### src/hw/rtl/tpg_pkg.sv
`default_nettype none
// ----------------------------------------------------------------------------
// tpg_pkg
// Shared constants and types of the twiddle power generator: field width,
// configuration register indexes and their reset values.
// ----------------------------------------------------------------------------
package tpg_pkg;

  // default width of modulus, root, length and of every result field
  localparam int unsigned ModBitsDefault = 15;

  // configuration register index
  localparam int unsigned CfgIdxWidth = 2;

  typedef enum logic [CfgIdxWidth-1:0] {
    CFG_MODULUS = 2'd0,
    CFG_ROOT    = 2'd1,
    CFG_LENGTH  = 2'd2
  } cfg_idx_e;

  // register values after reset, truncated to the field width where used
  localparam int unsigned ModulusReset = 4591;
  localparam int unsigned RootReset    = 3;
  localparam int unsigned LengthReset  = 761;

endpackage : tpg_pkg
`default_nettype wire

### src/hw/rtl/tpg_mulmod.sv
`default_nettype none
// ----------------------------------------------------------------------------
// tpg_mulmod
// Bit-serial modular multiplier, interleaved shift-add with reduction:
// scans the multiplier b most significant bit first, one bit a cycle.
// An operand a at or above q is first brought below q by a serial remainder
// pass; b may take any value. Gives 0 when q is below two.
// ----------------------------------------------------------------------------
module tpg_mulmod #(
  parameter int unsigned Width = tpg_pkg::ModBitsDefault
) (
  input  wire logic             clk_i,
  input  wire logic             rst_ni,
  input  wire logic             start_i,
  input  wire logic [Width-1:0] a_i,
  input  wire logic [Width-1:0] b_i,
  input  wire logic [Width-1:0] q_i,
  output logic                  busy_o,
  output logic      [Width-1:0] result_o
);
  import tpg_pkg::*;

  localparam int unsigned CntWidth = $clog2(Width + 1);

  logic [Width-1:0]    a_q, b_q, q_q, acc_q;
  logic [Width-1:0]    acc_d;
  logic [CntWidth-1:0] cnt_q;
  logic                busy_q, reduce_q;
  logic                bit_set;
  logic [Width+1:0]    addend, sum, red1, red2, q_ext;

  // one step: double, add on a set bit, then up to two subtractions of q;
  // while a is being reduced its own bits are shifted in instead
  always_comb begin
    q_ext   = {2'b00, q_q};
    bit_set = reduce_q ? a_q[Width-1] : b_q[Width-1];
    addend  = reduce_q ? {{(Width+1){1'b0}}, 1'b1} : {2'b00, a_q};
    sum     = {1'b0, acc_q, 1'b0} + (bit_set ? addend : '0);
    red1    = (sum >= q_ext) ? sum - q_ext : sum;
    red2    = (red1 >= q_ext) ? red1 - q_ext : red1;
    acc_d   = red2[Width-1:0];
  end

  // operand capture and step sequencing
  always_ff @(posedge clk_i or negedge rst_ni) begin
    if (!rst_ni) begin
      busy_q   <= 1'b0;
      reduce_q <= 1'b0;
      cnt_q    <= '0;
      a_q      <= '0;
      b_q      <= '0;
      q_q      <= '0;
      acc_q    <= '0;
    end else if (start_i) begin
      busy_q   <= 1'b1;
      reduce_q <= (a_i >= q_i);
      cnt_q    <= CntWidth'(Width);
      a_q      <= a_i;
      b_q      <= b_i;
      q_q      <= q_i;
      acc_q    <= '0;
    end else if (busy_q && reduce_q) begin
      if (cnt_q == CntWidth'(1)) begin
        // a mod q ready, multiplication proper follows
        reduce_q <= 1'b0;
        a_q      <= acc_d;
        acc_q    <= '0;
        cnt_q    <= CntWidth'(Width);
      end else begin
        acc_q <= acc_d;
        a_q   <= {a_q[Width-2:0], 1'b0};
        cnt_q <= cnt_q - CntWidth'(1);
      end
    end else if (busy_q) begin
      acc_q <= acc_d;
      b_q   <= {b_q[Width-2:0], 1'b0};
      cnt_q <= cnt_q - CntWidth'(1);
      if (cnt_q == CntWidth'(1)) begin
        busy_q <= 1'b0;
      end
    end
  end

  assign busy_o   = busy_q;
  assign result_o = (q_q[Width-1:1] == '0) ? '0 : acc_q;

endmodule : tpg_mulmod
`default_nettype wire

### src/hw/rtl/tpg_div.sv
`default_nettype none
// ----------------------------------------------------------------------------
// tpg_div
// Bit-serial restoring divider: one quotient bit a cycle, truncating.
// The caller screens out a zero divisor.
// ----------------------------------------------------------------------------
module tpg_div #(
  parameter int unsigned Width = tpg_pkg::ModBitsDefault
) (
  input  wire logic             clk_i,
  input  wire logic             rst_ni,
  input  wire logic             start_i,
  input  wire logic [Width-1:0] dividend_i,
  input  wire logic [Width-1:0] divisor_i,
  output logic                  busy_o,
  output logic      [Width-1:0] quotient_o
);
  import tpg_pkg::*;

  localparam int unsigned CntWidth = $clog2(Width + 1);

  logic [Width-1:0]    dq_q, rem_q, div_q;
  logic [Width-1:0]    rem_d;
  logic [Width:0]      rem_sh;
  logic                fits;
  logic [CntWidth-1:0] cnt_q;
  logic                busy_q;

  // shift in the next dividend bit and try a subtraction
  always_comb begin
    rem_sh = {rem_q, dq_q[Width-1]};
    fits   = rem_sh >= {1'b0, div_q};
    rem_d  = fits ? Width'(rem_sh - {1'b0, div_q}) : rem_sh[Width-1:0];
  end

  always_ff @(posedge clk_i or negedge rst_ni) begin
    if (!rst_ni) begin
      busy_q <= 1'b0;
      cnt_q  <= '0;
      dq_q   <= '0;
      rem_q  <= '0;
      div_q  <= '0;
    end else if (start_i) begin
      busy_q <= 1'b1;
      cnt_q  <= CntWidth'(Width);
      dq_q   <= dividend_i;
      rem_q  <= '0;
      div_q  <= divisor_i;
    end else if (busy_q) begin
      rem_q <= rem_d;
      dq_q  <= {dq_q[Width-2:0], fits};
      cnt_q <= cnt_q - CntWidth'(1);
      if (cnt_q == CntWidth'(1)) begin
        busy_q <= 1'b0;
      end
    end
  end

  assign busy_o     = busy_q;
  assign quotient_o = dq_q;

endmodule : tpg_div
`default_nettype wire

### src/hw/rtl/twiddle_power_generator_top.sv
`default_nettype none
// ----------------------------------------------------------------------------
// twiddle_power_generator_top
// NTT twiddle factor generator: emits index, omega^index and the power of
// the inverse of omega modulo q, one word per input word.
// ----------------------------------------------------------------------------
// Each input word yields one output word. A word that starts a sequence
// (restart set, first word after reset, or word after the one flagged last)
// first derives omega = root^((q-1)/n) mod q and its inverse omega^(q-2)
// mod q, using a bit-serial divider and two bit-serial modular multipliers
// for 2*MOD_BITS square-and-multiply steps after the division. The time of
// every other word is set by one pass of the two multipliers that advance
// the powers, one bit of the multiplier per cycle. A pass first reduces
// any operand at or above the modulus (modulus lowered mid-sequence, or
// below two), and a stalled output word adds its stall.
// The output register lets the next word in while an earlier result waits.
// Configuration writes belong between words: root and length feed the next
// omega derivation, the modulus applies to every product from then on, and
// last compares with the live length.
module twiddle_power_generator_top #(
  parameter int unsigned MOD_BITS = tpg_pkg::ModBitsDefault
) (
  input  wire logic                             clk_i,
  input  wire logic                             rst_ni,
  // configuration write channel
  input  wire logic                             cfg_valid_i,
  output logic                                  cfg_ready_o,
  input  wire logic [tpg_pkg::CfgIdxWidth-1:0]  cfg_index_i,
  input  wire logic [MOD_BITS-1:0]              cfg_data_i,
  // input channel
  input  wire logic                             in_valid_i,
  output logic                                  in_ready_o,
  input  wire logic                             in_restart_i,
  // output channel
  output logic                                  out_valid_o,
  input  wire logic                             out_ready_i,
  output logic      [MOD_BITS-1:0]              out_index_o,
  output logic      [MOD_BITS-1:0]              out_power_o,
  output logic      [MOD_BITS-1:0]              out_inverse_power_o,
  output logic                                  out_last_o
);
  import tpg_pkg::*;

  localparam int unsigned StepWidth = $clog2(MOD_BITS);
  localparam logic [MOD_BITS-1:0] One = MOD_BITS'(1);
  localparam logic [MOD_BITS-1:0] Two = MOD_BITS'(2);

  typedef enum logic [5:0] {
    S_IDLE     = 6'b000001,
    S_DIV      = 6'b000010,
    S_POW_GO   = 6'b000100,
    S_POW_WAIT = 6'b001000,
    S_EMIT     = 6'b010000,
    S_ADV      = 6'b100000
  } state_e;

  state_e state_q;

  logic [MOD_BITS-1:0]  modulus_q, root_q, length_q;
  logic [MOD_BITS-1:0]  omega_q, inv_omega_q, cur_pow_q, cur_inv_q, idx_q;
  logic [MOD_BITS-1:0]  base_q, acc_q, exp_q;
  logic [StepWidth-1:0] step_q;
  logic                 inv_phase_q, active_q;
  logic                 out_valid_q, out_last_q;
  logic [MOD_BITS-1:0]  out_index_q, out_power_q, out_inv_q;

  logic                 in_acc, recompute, out_free, emit_load, q_small, step_last;
  logic [MOD_BITS-1:0]  acc_next, last_index;

  // unit handshakes and operands
  logic                 mul_a_start, mul_b_start, div_start;
  logic                 mul_a_busy, mul_b_busy, div_busy;
  logic [MOD_BITS-1:0]  mul_a_a, mul_a_b, mul_b_a, mul_b_b;
  logic [MOD_BITS-1:0]  mul_a_res, mul_b_res, div_quot;

  assign cfg_ready_o = 1'b1;
  assign in_ready_o  = (state_q == S_IDLE);
  assign in_acc      = in_valid_i && in_ready_o;
  assign recompute   = in_restart_i || !active_q;
  assign out_free    = !out_valid_q || out_ready_i;
  assign emit_load   = (state_q == S_EMIT) && out_free;
  assign q_small     = (modulus_q < Two);
  assign step_last   = (step_q == StepWidth'(MOD_BITS - 1));
  assign acc_next    = exp_q[0] ? mul_a_res : acc_q;
  assign last_index  = length_q - One;

  // operand selection for the serial units
  always_comb begin
    mul_a_start = 1'b0;
    mul_b_start = 1'b0;
    div_start   = 1'b0;
    mul_a_a     = One;
    mul_a_b     = root_q;
    mul_b_a     = base_q;
    mul_b_b     = base_q;
    case (state_q)
      S_IDLE: begin
        // root reduced mod q alongside the exponent division
        mul_a_start = in_acc && recompute;
        div_start   = in_acc && recompute;
      end
      S_POW_GO: begin
        mul_a_start = 1'b1;
        mul_b_start = 1'b1;
        mul_a_a     = base_q;
        mul_a_b     = acc_q;
      end
      S_EMIT: begin
        mul_a_start = emit_load;
        mul_b_start = emit_load;
        mul_a_a     = omega_q;
        mul_a_b     = cur_pow_q;
        mul_b_a     = inv_omega_q;
        mul_b_b     = cur_inv_q;
      end
      default: ;
    endcase
  end

  tpg_mulmod #(.Width(MOD_BITS)) u_mul_a (
    .clk_i    (clk_i),
    .rst_ni   (rst_ni),
    .start_i  (mul_a_start),
    .a_i      (mul_a_a),
    .b_i      (mul_a_b),
    .q_i      (modulus_q),
    .busy_o   (mul_a_busy),
    .result_o (mul_a_res)
  );

  tpg_mulmod #(.Width(MOD_BITS)) u_mul_b (
    .clk_i    (clk_i),
    .rst_ni   (rst_ni),
    .start_i  (mul_b_start),
    .a_i      (mul_b_a),
    .b_i      (mul_b_b),
    .q_i      (modulus_q),
    .busy_o   (mul_b_busy),
    .result_o (mul_b_res)
  );

  tpg_div #(.Width(MOD_BITS)) u_div (
    .clk_i      (clk_i),
    .rst_ni     (rst_ni),
    .start_i    (div_start),
    .dividend_i (modulus_q - One),
    .divisor_i  (length_q),
    .busy_o     (div_busy),
    .quotient_o (div_quot)
  );

  // configuration registers
  always_ff @(posedge clk_i or negedge rst_ni) begin
    if (!rst_ni) begin
      modulus_q <= MOD_BITS'(ModulusReset);
      root_q    <= MOD_BITS'(RootReset);
      length_q  <= MOD_BITS'(LengthReset);
    end else if (cfg_valid_i && cfg_ready_o) begin
      case (cfg_idx_e'(cfg_index_i))
        CFG_MODULUS: modulus_q <= cfg_data_i;
        CFG_ROOT:    root_q    <= cfg_data_i;
        CFG_LENGTH:  length_q  <= cfg_data_i;
        default: ;
      endcase
    end
  end

  // sequencer: omega derivation, emission, power advance
  always_ff @(posedge clk_i or negedge rst_ni) begin
    if (!rst_ni) begin
      state_q     <= S_IDLE;
      omega_q     <= '0;
      inv_omega_q <= '0;
      cur_pow_q   <= One;
      cur_inv_q   <= One;
      idx_q       <= '0;
      active_q    <= 1'b0;
      base_q      <= '0;
      acc_q       <= '0;
      exp_q       <= '0;
      step_q      <= '0;
      inv_phase_q <= 1'b0;
    end else begin
      case (state_q)
        S_IDLE: begin
          if (in_acc) begin
            state_q <= recompute ? S_DIV : S_EMIT;
          end
        end
        S_DIV: begin
          if (!div_busy && !mul_a_busy) begin
            exp_q       <= (length_q == '0 || q_small) ? '0 : div_quot;
            base_q      <= mul_a_res;
            acc_q       <= One;
            step_q      <= '0;
            inv_phase_q <= 1'b0;
            state_q     <= S_POW_GO;
          end
        end
        S_POW_GO: begin
          state_q <= S_POW_WAIT;
        end
        S_POW_WAIT: begin
          if (!mul_a_busy && !mul_b_busy) begin
            if (step_last) begin
              if (!inv_phase_q) begin
                // omega found, now raise it to q-2
                omega_q     <= q_small ? '0 : acc_next;
                base_q      <= q_small ? '0 : acc_next;
                acc_q       <= One;
                exp_q       <= modulus_q - Two;
                step_q      <= '0;
                inv_phase_q <= 1'b1;
                state_q     <= S_POW_GO;
              end else begin
                inv_omega_q <= q_small ? '0 : acc_next;
                cur_pow_q   <= One;
                cur_inv_q   <= One;
                idx_q       <= '0;
                state_q     <= S_EMIT;
              end
            end else begin
              acc_q   <= acc_next;
              base_q  <= mul_b_res;
              exp_q   <= {1'b0, exp_q[MOD_BITS-1:1]};
              step_q  <= step_q + StepWidth'(1);
              state_q <= S_POW_GO;
            end
          end
        end
        S_EMIT: begin
          if (out_free) begin
            active_q <= (idx_q != last_index);
            idx_q    <= idx_q + One;
            state_q  <= S_ADV;
          end
        end
        S_ADV: begin
          if (!mul_a_busy && !mul_b_busy) begin
            cur_pow_q <= mul_a_res;
            cur_inv_q <= mul_b_res;
            state_q   <= S_IDLE;
          end
        end
        default: state_q <= S_IDLE;
      endcase
    end
  end

  // output word register
  always_ff @(posedge clk_i or negedge rst_ni) begin
    if (!rst_ni) begin
      out_valid_q <= 1'b0;
      out_last_q  <= 1'b0;
      out_index_q <= '0;
      out_power_q <= '0;
      out_inv_q   <= '0;
    end else if (emit_load) begin
      out_valid_q <= 1'b1;
      out_last_q  <= (idx_q == last_index);
      out_index_q <= idx_q;
      out_power_q <= cur_pow_q;
      out_inv_q   <= cur_inv_q;
    end else if (out_ready_i) begin
      out_valid_q <= 1'b0;
    end
  end

  assign out_valid_o         = out_valid_q;
  assign out_last_o          = out_last_q;
  assign out_index_o         = out_index_q;
  assign out_power_o         = out_power_q;
  assign out_inverse_power_o = out_inv_q;

  // serial units are at rest whenever a new word may enter
  assert property (@(posedge clk_i) disable iff (!rst_ni)
    (state_q == S_IDLE) |-> (!mul_a_busy && !mul_b_busy && !div_busy))
    else $error("serial unit busy while idle");

  // an emitted word always launches the power advance on both multipliers
  assert property (@(posedge clk_i) disable iff (!rst_ni)
    emit_load |=> (mul_a_busy && mul_b_busy && state_q == S_ADV))
    else $error("power advance not launched after emit");

  // a sequence ends only with a word flagged last
  assert property (@(posedge clk_i) disable iff (!rst_ni)
    $fell(active_q) |-> (out_valid_o && out_last_o))
    else $error("sequence ended without last word");

endmodule : twiddle_power_generator_top
`default_nettype wire
### config.mk
export PLATFORM = sky130hd
export DESIGN_NAME = twiddle_power_generator_top
export DESIGN_NICKNAME = d
export VERILOG_FILES = /design/src/hw/rtl/tpg_pkg.sv /design/src/hw/rtl/tpg_mulmod.sv /design/src/hw/rtl/tpg_div.sv /design/src/hw/rtl/twiddle_power_generator_top.sv
export SDC_FILE = /design/constraint.sdc
export NUM_CORES = 1
export LEC_CHECK = 0
export BUFFER_PORTS_ARGS = -buffer_cell sky130_fd_sc_hd__clkbuf_2
export CORE_MARGIN = 4
export CORE_UTILIZATION = 55
export DETAILED_ROUTE_END_ITERATION = 8
export PLACE_DENSITY_LB_ADDON = 0.2
export SETUP_SLACK_MARGIN = 0.1
export SLEW_MARGIN = 25
export SYNTH_ARGS = -nofsm -noshare
export SYNTH_HDL_FRONTEND = slang
export SYNTH_SLANG_ARGS = --single-unit
### constraint.sdc
create_clock -name clk_i -period 18.9 [get_ports clk_i]
set_clock_uncertainty 0.15 [all_clocks]
set_input_delay 0.945 -clock clk_i [delete_from_list [all_inputs] [get_ports clk_i]]
set_output_delay 0.945 -clock clk_i [all_outputs]
set_load 0.05 [all_outputs]
==> Word level (Yosys, flattened, before mapping) <==
Index checks and enable logic that the tools add are counted.
{ "totals": {"word_cells": 255, "inputBits": 23, "output_inout_bits": 49, "ff_bits": 406} }
{ "op_classes": {"n_mux": 121, "reduce_logical": 47, "n_lt_le_gt_ge": 8, "addsub": 15, "bitwise": 1, "eq_ne": 24} }
{ "op_table": {"columns": ["op", "n"], "rows": [
  ["$mux W15", 57],
  ["$pmux W15 S2", 8],
  ["$ge A17 B15 Y1", 4],
  ["$mux W17", 4],
  ["$mux W4", 14],
  ["$sub A15 B15 Y15", 3],
  ["$mux W6", 6],
  ["$pmux W6 S6", 1],
  ["$add A16 B17 Y17", 2],
  ["$sub A17 B15 Y17", 2],
  ["$ge A15 B15 Y1", 2],
  ["$sub A15 B1 Y15 const B", 2],
  ["$logic_not A14 Y1", 2],
  ["$mux W1", 25],
  ["$reduce_bool A2 Y1", 11],
  ["$ge A16 B15 Y1", 1],
  ["$ne A2 B2 Y1 const B", 8],
  ["$reduce_and A2 Y1", 8],
  ["$reduce_and A4 Y1", 4],
  ["$add A15 B1 Y15 const B", 1],
  ["$eq A15 B15 Y1", 1],
  ["$logic_not A15 Y1", 1],
  ["$lt A15 B2 Y1 const B", 1],
  ["$ne A15 B15 Y1", 1],
  ["other kinds (26)", 47]
]} }

==> Depth between registers and ports, before layout <==
Gate-level depths: netlist (run 1).
{ "logic_depth": {"ltp_word": 10, "ltp_mapped": 33, "depth_no_buf": 30} }

==> Modules after synthesis <==
A second synthesis (run 1) with hierarchy kept.
{ "unflattened": {"hier_cells": 3101, "hier_area_um2": 26531.7} }
{ "by_module_without_submodules": {"columns": ["mod", "seq_area_each_um2", "n_inst", "area_each_um2", "cells_each"], "rows": [
  ["tpg_mulmod", 1651.6, 2, 6067.1, 750],
  ["twiddle_power_generator_top", 5631.7, 1, 11274.6, 1246],
  ["tpg_div", 1251.2, 1, 3123.0, 355]
]} }

==> Worst setup path after synthesis (run 1) <==
OpenSTA, ideal clock, no wires.
{ "synth_timing": {"path_kind": "reg2reg", "from": "register u_mul_a.reduce_q", "to": "register u_mul_a.a_q[3]", "period_less_slack_ps": 7164, "path_buffers": 5, "slack_ps": 11736, "t_required_ps": 18625, "arrival_time_ps": 6889, "stages_incl_launch_ff": 33, "cell_sequence": "dfrtp_1 -> clkbuf_1 -> nor2b_1 -> clkbuf_1 -> nand2_1 -> inv_1 -> ha_1 -> a211oi_1 -> o21ai_0 -> nand2_1 -> a21oi_1 -> o41ai_1 -> xnor2_1 -> ha_1 -> clkbuf_1 -> a21oi_1 -> o22ai_1 -> o21ai_0 -> o311a_1 -> nand2b_1 -> a211oi_2 -> buf_4 -> mux2_2 -> ha_1 -> or3_1 -> nor3_1 -> nor2_1 -> or3_1 -> a211o_1 -> o2bb2ai_2 -> buf_2 -> mux2i_1 -> o21ai_1"} }
{ "synth_between": {"elab_chain_cells": 10} }
{ "synth_rtl": {"columns": ["item", "line", "text"], "rows": [
  ["start, declared", "tpg_mulmod.sv:28", "logic busy_q, reduce_q;"],
  ["start signal, assigned", "tpg_mulmod.sv:56", "reduce_q <= (a_i >= q_i);"],
  ["$mux W15 or $mux W1 (tied branches)", "tpg_mulmod.sv:37, tpg_mulmod.sv:36", null],
  ["$mux W17", "tpg_mulmod.sv:38", "sum = {1'b0, acc_q, 1'b0} + (bit_set ? addend : '0);"],
  ["$add A16 B17 Y17", "tpg_mulmod.sv:38", null],
  ["$sub A17 B15 Y17 or $ge A17 B15 Y1 (tied branches)", "tpg_mulmod.sv:39", "red1 = (sum >= q_ext) ? sum - q_ext : sum;"],
  ["$mux W17", "tpg_mulmod.sv:39", null],
  ["$sub A15 B15 Y15 or $ge A17 B15 Y1 (tied branches)", "tpg_mulmod.sv:40", "red2 = (red1 >= q_ext) ? red1 - q_ext : red1;"],
  ["$mux W15", "tpg_mulmod.sv:40", null],
  ["$mux W15", "tpg_mulmod.sv:63", "if (cnt_q == CntWidth'(1)) begin"],
  ["$mux W15", "tpg_mulmod.sv:62", "end else if (busy_q && reduce_q) begin"],
  ["$mux W15", "tpg_mulmod.sv:54", "end else if (start_i) begin"],
  ["end signal, assigned", "tpg_mulmod.sv:58", "a_q <= a_i;"],
  ["end signal, assigned", "tpg_mulmod.sv:71", "a_q <= {a_q[Width-2:0], 1'b0};"],
  ["end, declared", "tpg_mulmod.sv:25", "logic [Width-1:0] a_q, b_q, q_q, acc_q;"]
]} }
Several ways; a longest one is shown, not always the timed one. The select of a mux whose other input is x is not followed.
A chain may end at the register's enable or synchronous reset.

==> Worst setup path after layout (run 1) <==
{ "layout_timing": {"from": "register u_mul_a.reduce_q", "to": "register u_mul_a.a_q[0]"} }
Same word-level chain as after synthesis.

==> metrics.txt, run 1 <==
Mapped Cells 2815; vias in the first global route 21.0k; EDFF count, synth 0; Initial Util 55.6%; top-count cell post-synth nand2_1; GRT Residual Overflow 0; YS warnings 0; max_slew headroom 32.2%; Avg Synthesized Cell Area 8.96 sq um; die area 49300 sq um; Mapped Area 25200 sq um; final setup vio count 0; IO buf count 70; final WL 75.6 mm; Yosys top cell by area dfrtp_1; crit share post-route 45.9%; CTS root buf clkbuf_16; vias per inst 6.29; Worst Hold Class in2async; largest fanout on the critical path 15; die width 222 um; critical path arrival 9000 ps; Tmin final 8680 ps; gpl congestion 0.967; Post-CTS Setup Inserts 0; final hold violations 0; Area Growth Syn to Fin 9.51%; fin nets 2996; DP HPWL 55.7 mm; Synth cell types 86; Commonest cells post-synth 445 x nand2_1, 385 x dfrtp_1, 221 x o21ai_0; DRC viols 0; register bit total from synthesis 406; status finished clean; vias 21.7k; slew at the pin closest to its max-slew limit 1010 ps; number of CTS-inserted buffers 45; Synth async-reset ratio 100%; worst path bufs/invs 3; critical path startpoint category flip-flop; Clk pin slew, worst setup/hold paths 60 ps; layout cells sized above 1 11.8%; CTS sink count 406; slowest stage cell, crit path nor2b_1; syn_nets 2991; number of inserted diodes 0; CTS tree done; first-pass GRT wire length 119 mm; Fmax achieved 115 MHz; H-tree depth 2; core area 45400 sq um; TritonRoute pass-1 iters 9; post-route antenna net violation count 0; clock buffer depth 3; drt wl/cell 21.9 um; area fraction of the dominant cell type after synthesis 38.2%; Row Count 78; initial antenna violation count 0; Clk Latency, worst-skew pair 580 ps; setup tns final 0 ps; io pins 72; delay of the slowest critical-path stage 710 ps; largest net degree at the start of global routing 111; prevailing post-synth register cell dfrtp_1; max-capacitance violation count 0; Die Ht 222 um; Final Max Slew Viols 0; Seq/Total Area, Yosys 40.4%; Post-CTS Resized 0; element type at the critical path end flip-flop; most used cell along the critical path ha_1; Top delay family on crit path compound AO/OA/AOI/OAI gates; type of the worst setup path reg2reg; CTS Hold Bufs 0; Iter 0 DRT Violations 2598; Total GRT Usage 30.0%; Worst Path Required 19220 ps; top cells by area, synth dfrtp_1 38%, ha_1 7.2%, nand2_1 6.6%, mux2_2 4.7%, o21ai_0 4.4%; RSZ-0062 raised after global routing false
## routing by layer
metal	part of all wire (%)	routed length (um)	GRT usage, %
met3	6.7	5070	3.83
met4	4.9	3720	12.9
met5	0	0	0
met1	43	32500	42.1
met2	45	34300	47.2
## placed cells by master, fill, tap and decap left out, types with 16 or more instances in the layout
master	netlist	layout
o21a_1	26	26
dfrtp_1	385	384
a22oi_1	16	16
and3_1	17	17
mux2i_1	55	55
nand4_1	17	17
a21o_1	20	20
nand3_1	83	82
nor2b_1	40	38
a31oi_1	43	43
a21oi_1	169	168
clkbuf_16	0	45
ha_1	146	146
clkbuf_2	0	69
o21ai_0	221	221
and2_1	35	35
xor2_1	33	33
a222oi_1	28	28
buf_4	3	27
or3_1	21	21
mux2_2	105	105
xnor2_1	90	90
a22o_1	48	48
nor2_1	159	156
nand2_1	445	444
inv_1	114	114
dfstp_2	21	21
nor3_1	44	43
o21ai_1	27	27
nand2b_1	36	36
nor4_1	19	18
a211oi_1	49	49
## worst reg2reg max path: cells and delay by family, from the launching register on
| family | cells | cell delay (ps) |
|---|---|---|
| and+or+nand+nor | 5 | 1330 |
| muxes | 2 | 810 |
| buffers and inverters | 3 | 500 |
| DFF | 1 | 490 |
| adders and majority gates | 4 | 1390 |
| AOI/OAI and AO/OA | 14 | 3910 |
## path summary, 6_finish.rpt
kind	startpoint	end	slack (ps)	depth (start not counted)
hold / removal	rst_ni	u_div.div_q[9]	270	1
hold reg to reg	out_index_o[0]	out_index_o[0]	330	2
max in group asynchronous	rst_ni	out_inverse_power_o[13]	16230	3
setup / recovery	u_mul_a.reduce_q	u_mul_a.a_q[0]	10220	28
setup reg to reg	u_mul_a.reduce_q	u_mul_a.a_q[0]	10220	28
min in group clk_i	out_index_o[0]	out_index_o[0]	330	2
## cell type report
cell class                      count  area, sq um
Clock buffer                       66         1330
Clock inverter                     17          183
Timing Repair Buffer              101          612
Multi-Input combinational cell   2151        14100
Inverter                          115          432
Sequential cell                   406        10200
Fill cell                        3882        17800
Tap cell                          600          751
## through the flow
step | worst slack [ps] | cell area [sq um] | instances | hold slack [ps] | util [%]
2_1_floorplan | 11740 | 25200 | 2815 | 304 | -
3_3_place_gp | 10220 | 26000 | 3372 | 308 | 57.4
3_5_place_dp | 10440 | 26100 | 3373 | 314 | 57.5
4_1_cts | 10420 | 27600 | 3456 | 293 | 60.8
5_1_grt | 9690 | 27600 | 3456 | 328 | 60.8
6_report | 10220 | 27600 | 3456 | 267 | 60.8
## cell families (layout without fill, tap and decap cells)
logic type               after synthesis  count (layout)  synth area share [%]
AO/OA/AOI/OAI                        748             748                  18.9
buffers and inverters                258             299                  3.96
multiplexers                         168             168                  7.23
adder cells (fa/ha/maj)              153             153                  7.80
AND/OR/NAND/NOR                      958             958                  17.4
XOR/XNOR                             123             123                  4.27
flip-flops                           406             406                  40.4
other                                  1               1                0.0149
Power of run 1 is left out: the tool's default activity adds up to more than one toggle a clock period on the data nets, which glitch-free logic cannot reach.
==> inputs of run 2 (changes only) <==
--- a/config.mk
+++ b/config.mk
@@ -5,6 +5,7 @@
 export SDC_FILE = /design/constraint.sdc
 export NUM_CORES = 1
 export LEC_CHECK = 0
+export ABC_AREA = 1
 export BUFFER_PORTS_ARGS = -buffer_cell sky130_fd_sc_hd__clkbuf_2
 export CORE_MARGIN = 4
 export CORE_UTILIZATION = 55
==> constraint.sdc (replaced) <==
create_clock -name clk_i -period 8.45 [get_ports clk_i]
set_clock_uncertainty 0.15 [all_clocks]
set_input_delay 0.4225 -clock clk_i [delete_from_list [all_inputs] [get_ports clk_i]]
set_output_delay 0.4225 -clock clk_i [all_outputs]
set_load 0.05 [all_outputs]
==> metrics.txt, run 2 <==
sequential cell area 10200 sq um (about the same); Commonest cells post-synth 961 x nand2_1, 484 x inv_1, 385 x dfrtp_1 (was 445 x nand2_1, 385 x dfrtp_1, 221 x o21ai_0); crit share post-route 85.3% (was 45.9%); Total GRT Usage 32.9% (was 30.0%); DP HPWL 63.3 mm (was 55.7 mm); final hold violations 0 (unchanged); fin worst setup slack 1240 ps (was 10220 ps); Synth async-reset ratio 100% (unchanged); Synth cell types 58 (was 86); layout cells sized above 1 6.66% (was 11.8%); first-pass GRT wire length 132 mm (was 119 mm); cell total after placement 4121 (was 3373); Hold Startpoint cfg_data_i[11]; Mapped Cells 3556 (was 2815); largest fanout on the critical path 18 (was 15); Clk Latency, worst-skew pair 600 ps (was 580 ps); Avg Synthesized Cell Area 7.35 sq um (was 8.96 sq um); Worst Path Required 8790 ps (was 19220 ps); vias per inst 5.93 (was 6.29); die area 51100 sq um (was 49300 sq um); largest net degree at the start of global routing 185 (was 111); syn_nets 3732 (was 2991); TritonRoute pass-1 iters 7 (was 9); IO buf count 70 (unchanged); EDFF count, synth 0 (unchanged); Worst Setup SP u_mul_b.reduce_q (was u_mul_a.reduce_q); worst path bufs/invs 2 (was 3); Iter 0 DRT Violations 2939 (was 2598); Row Count 79 (was 78); drt wl/cell 20.4 um (was 21.9 um); Post-CTS Resized 0 (unchanged); die width 226 um (was 222 um); Area Growth Syn to Fin 9.35% (was 9.51%); footprint of the multi-input gates 13600 sq um (was 14100 sq um); Fmax achieved 139 MHz (was 115 MHz); Top delay family on crit path simple AND/OR/NAND/NOR gates (was compound AO/OA/AOI/OAI gates); YS warnings 0 (unchanged); most frequent cells in the layout 960 x nand2_1, 484 x inv_1, 385 x dfrtp_1 (was 444 x nand2_1, 384 x dfrtp_1, 221 x o21ai_0); commonest non-fill, non-tap cell in the layout nand2_1 (unchanged); slowest stage cell, crit path fa_1 (was nor2b_1); final WL 85.8 mm (was 75.6 mm); H-tree depth 2 (unchanged); vias 25.0k (was 21.7k); element type at the critical path end flip-flop (unchanged); Seq/Total Area, Yosys 39.0% (was 40.4%); CTS root buf clkbuf_16 (unchanged); post-route antenna net violation count 0 (unchanged); critical path startpoint category flip-flop (unchanged); top cells by area, synth dfrtp_1 37%, nand2_1 14%, o21ai_0 7.1%, ha_1 7.0%, inv_1 6.9% (was dfrtp_1 38%, ha_1 7.2%, nand2_1 6.6%, mux2_2 4.7%, o21ai_0 4.4%); Final Max Slew Viols 0 (unchanged); Post-CTS Setup Inserts 0 (unchanged); status finished clean (unchanged); Initial Util 55.9% (was 55.6%); delay of the slowest critical-path stage 430 ps (was 710 ps); fin nets 3745 (was 2996); worst r2r src u_mul_b.reduce_q (was u_mul_a.reduce_q); Die Ht 226 um (was 222 um); io pins 72 (unchanged); initial antenna violation count 1 (was 0); critical path arrival 7550 ps (was 9000 ps); slew at the pin closest to its max-slew limit 1050 ps (was 1010 ps); Worst Hold Class in2reg (was in2async); max_slew headroom 29.9% (was 32.2%); max-capacitance violation count 0 (unchanged); WHS 50.9 ps (was 267 ps); Tmin final 7210 ps (was 8680 ps); most used cell along the critical path nand2_1 (was ha_1); vias in the first global route 23.4k (was 21.0k); Mapped Area 26100 sq um (was 25200 sq um); prevailing post-synth register cell dfrtp_1 (unchanged); Filler cells 4277 (was 3882); Clk pin slew, worst setup/hold paths 60 ps (about the same); Yosys top cell by area dfrtp_1 (unchanged); area fraction of the dominant cell type after synthesis 36.9% (was 38.2%); clock buffer depth 3 (unchanged); Place WS 1440 ps (was 10440 ps); number of inserted diodes 0 (unchanged); GRT Residual Overflow 0 (unchanged); CTS sink count 406 (unchanged); number of CTS-inserted buffers 45 (unchanged); CTS Hold Bufs 7 (was 0); core area 46800 sq um (was 45400 sq um); type of the worst setup path reg2reg (unchanged); CTS tree done (unchanged); DRC viols 0 (unchanged); gpl congestion 1.00 (was 0.967); RSZ-0062 raised after global routing false (unchanged); Final Instance Count excl. Fillers 4212 (was 3456); top-count cell post-synth nand2_1 (unchanged); setup tns final 0 ps (unchanged); final setup vio count 0 (unchanged); register bit total from synthesis 406 (unchanged)
==> run 2: per-stage QoR <==
stage | instance area, sq um | utilization, %
floorplan | 26100 | -
global placement | 26900 | 57.5
detailed placement | 26900 | 57.6
CTS | 28500 | 61.0
global route | 28600 | 61.1
finish | 28600 | 61.1
==> run 2: logic make-up after synthesis <==
group / Yosys count / synth area share (%)
AND/OR/NAND/NOR: 1488 / 23.9
flip-flops: 406 / 39.0
other: 1 / 0.0143
XOR/XNOR: 117 / 3.92
AO/OA/AOI/OAI: 762 / 16.5
adder cells (fa/ha/maj): 153 / 7.52
buffers and inverters: 629 / 9.22
==> run 2: cell type report <==
cell class,count,area share [%]
Multi-Input combinational cell,2521,47.5
Clock buffer,61,4.46
Tap cell,607,2.66
Timing Repair Buffer,99,2.22
Inverter,496,6.51
Sequential cell,406,35.6
Clock inverter,22,0.972
==> run 2: worst paths after layout <==
check | to | slack (ps) | cells past startpoint
setup / recovery | u_mul_b.acc_q[14] | 1240 | 35
hold / removal | root_q[11] | 50 | 3
setup reg to reg | u_mul_b.acc_q[14] | 1240 | 35
hold reg to reg | out_inverse_power_o[5] | 330 | 2
max in group asynchronous | length_q[12] | 6430 | 4
min in group asynchronous | u_mul_b.b_q[8] | 280 | 2
==> run 2: worst min-delay path, stage by stage <==
cell and delay [ps]:
clkbuf_2 80, inv_1 90, o21ai_0 160
==> run 2: routing by layer <==
layer	up-vias	wire, um	GRT usage, %
met2	1139	38400	51.6
li1	11700	-	-
met4	2	3300	11.5
met5	-	28	0
met3	207	7110	5.65
met1	11900	37000	46.5
Power of run 2 is left out for the same reason.
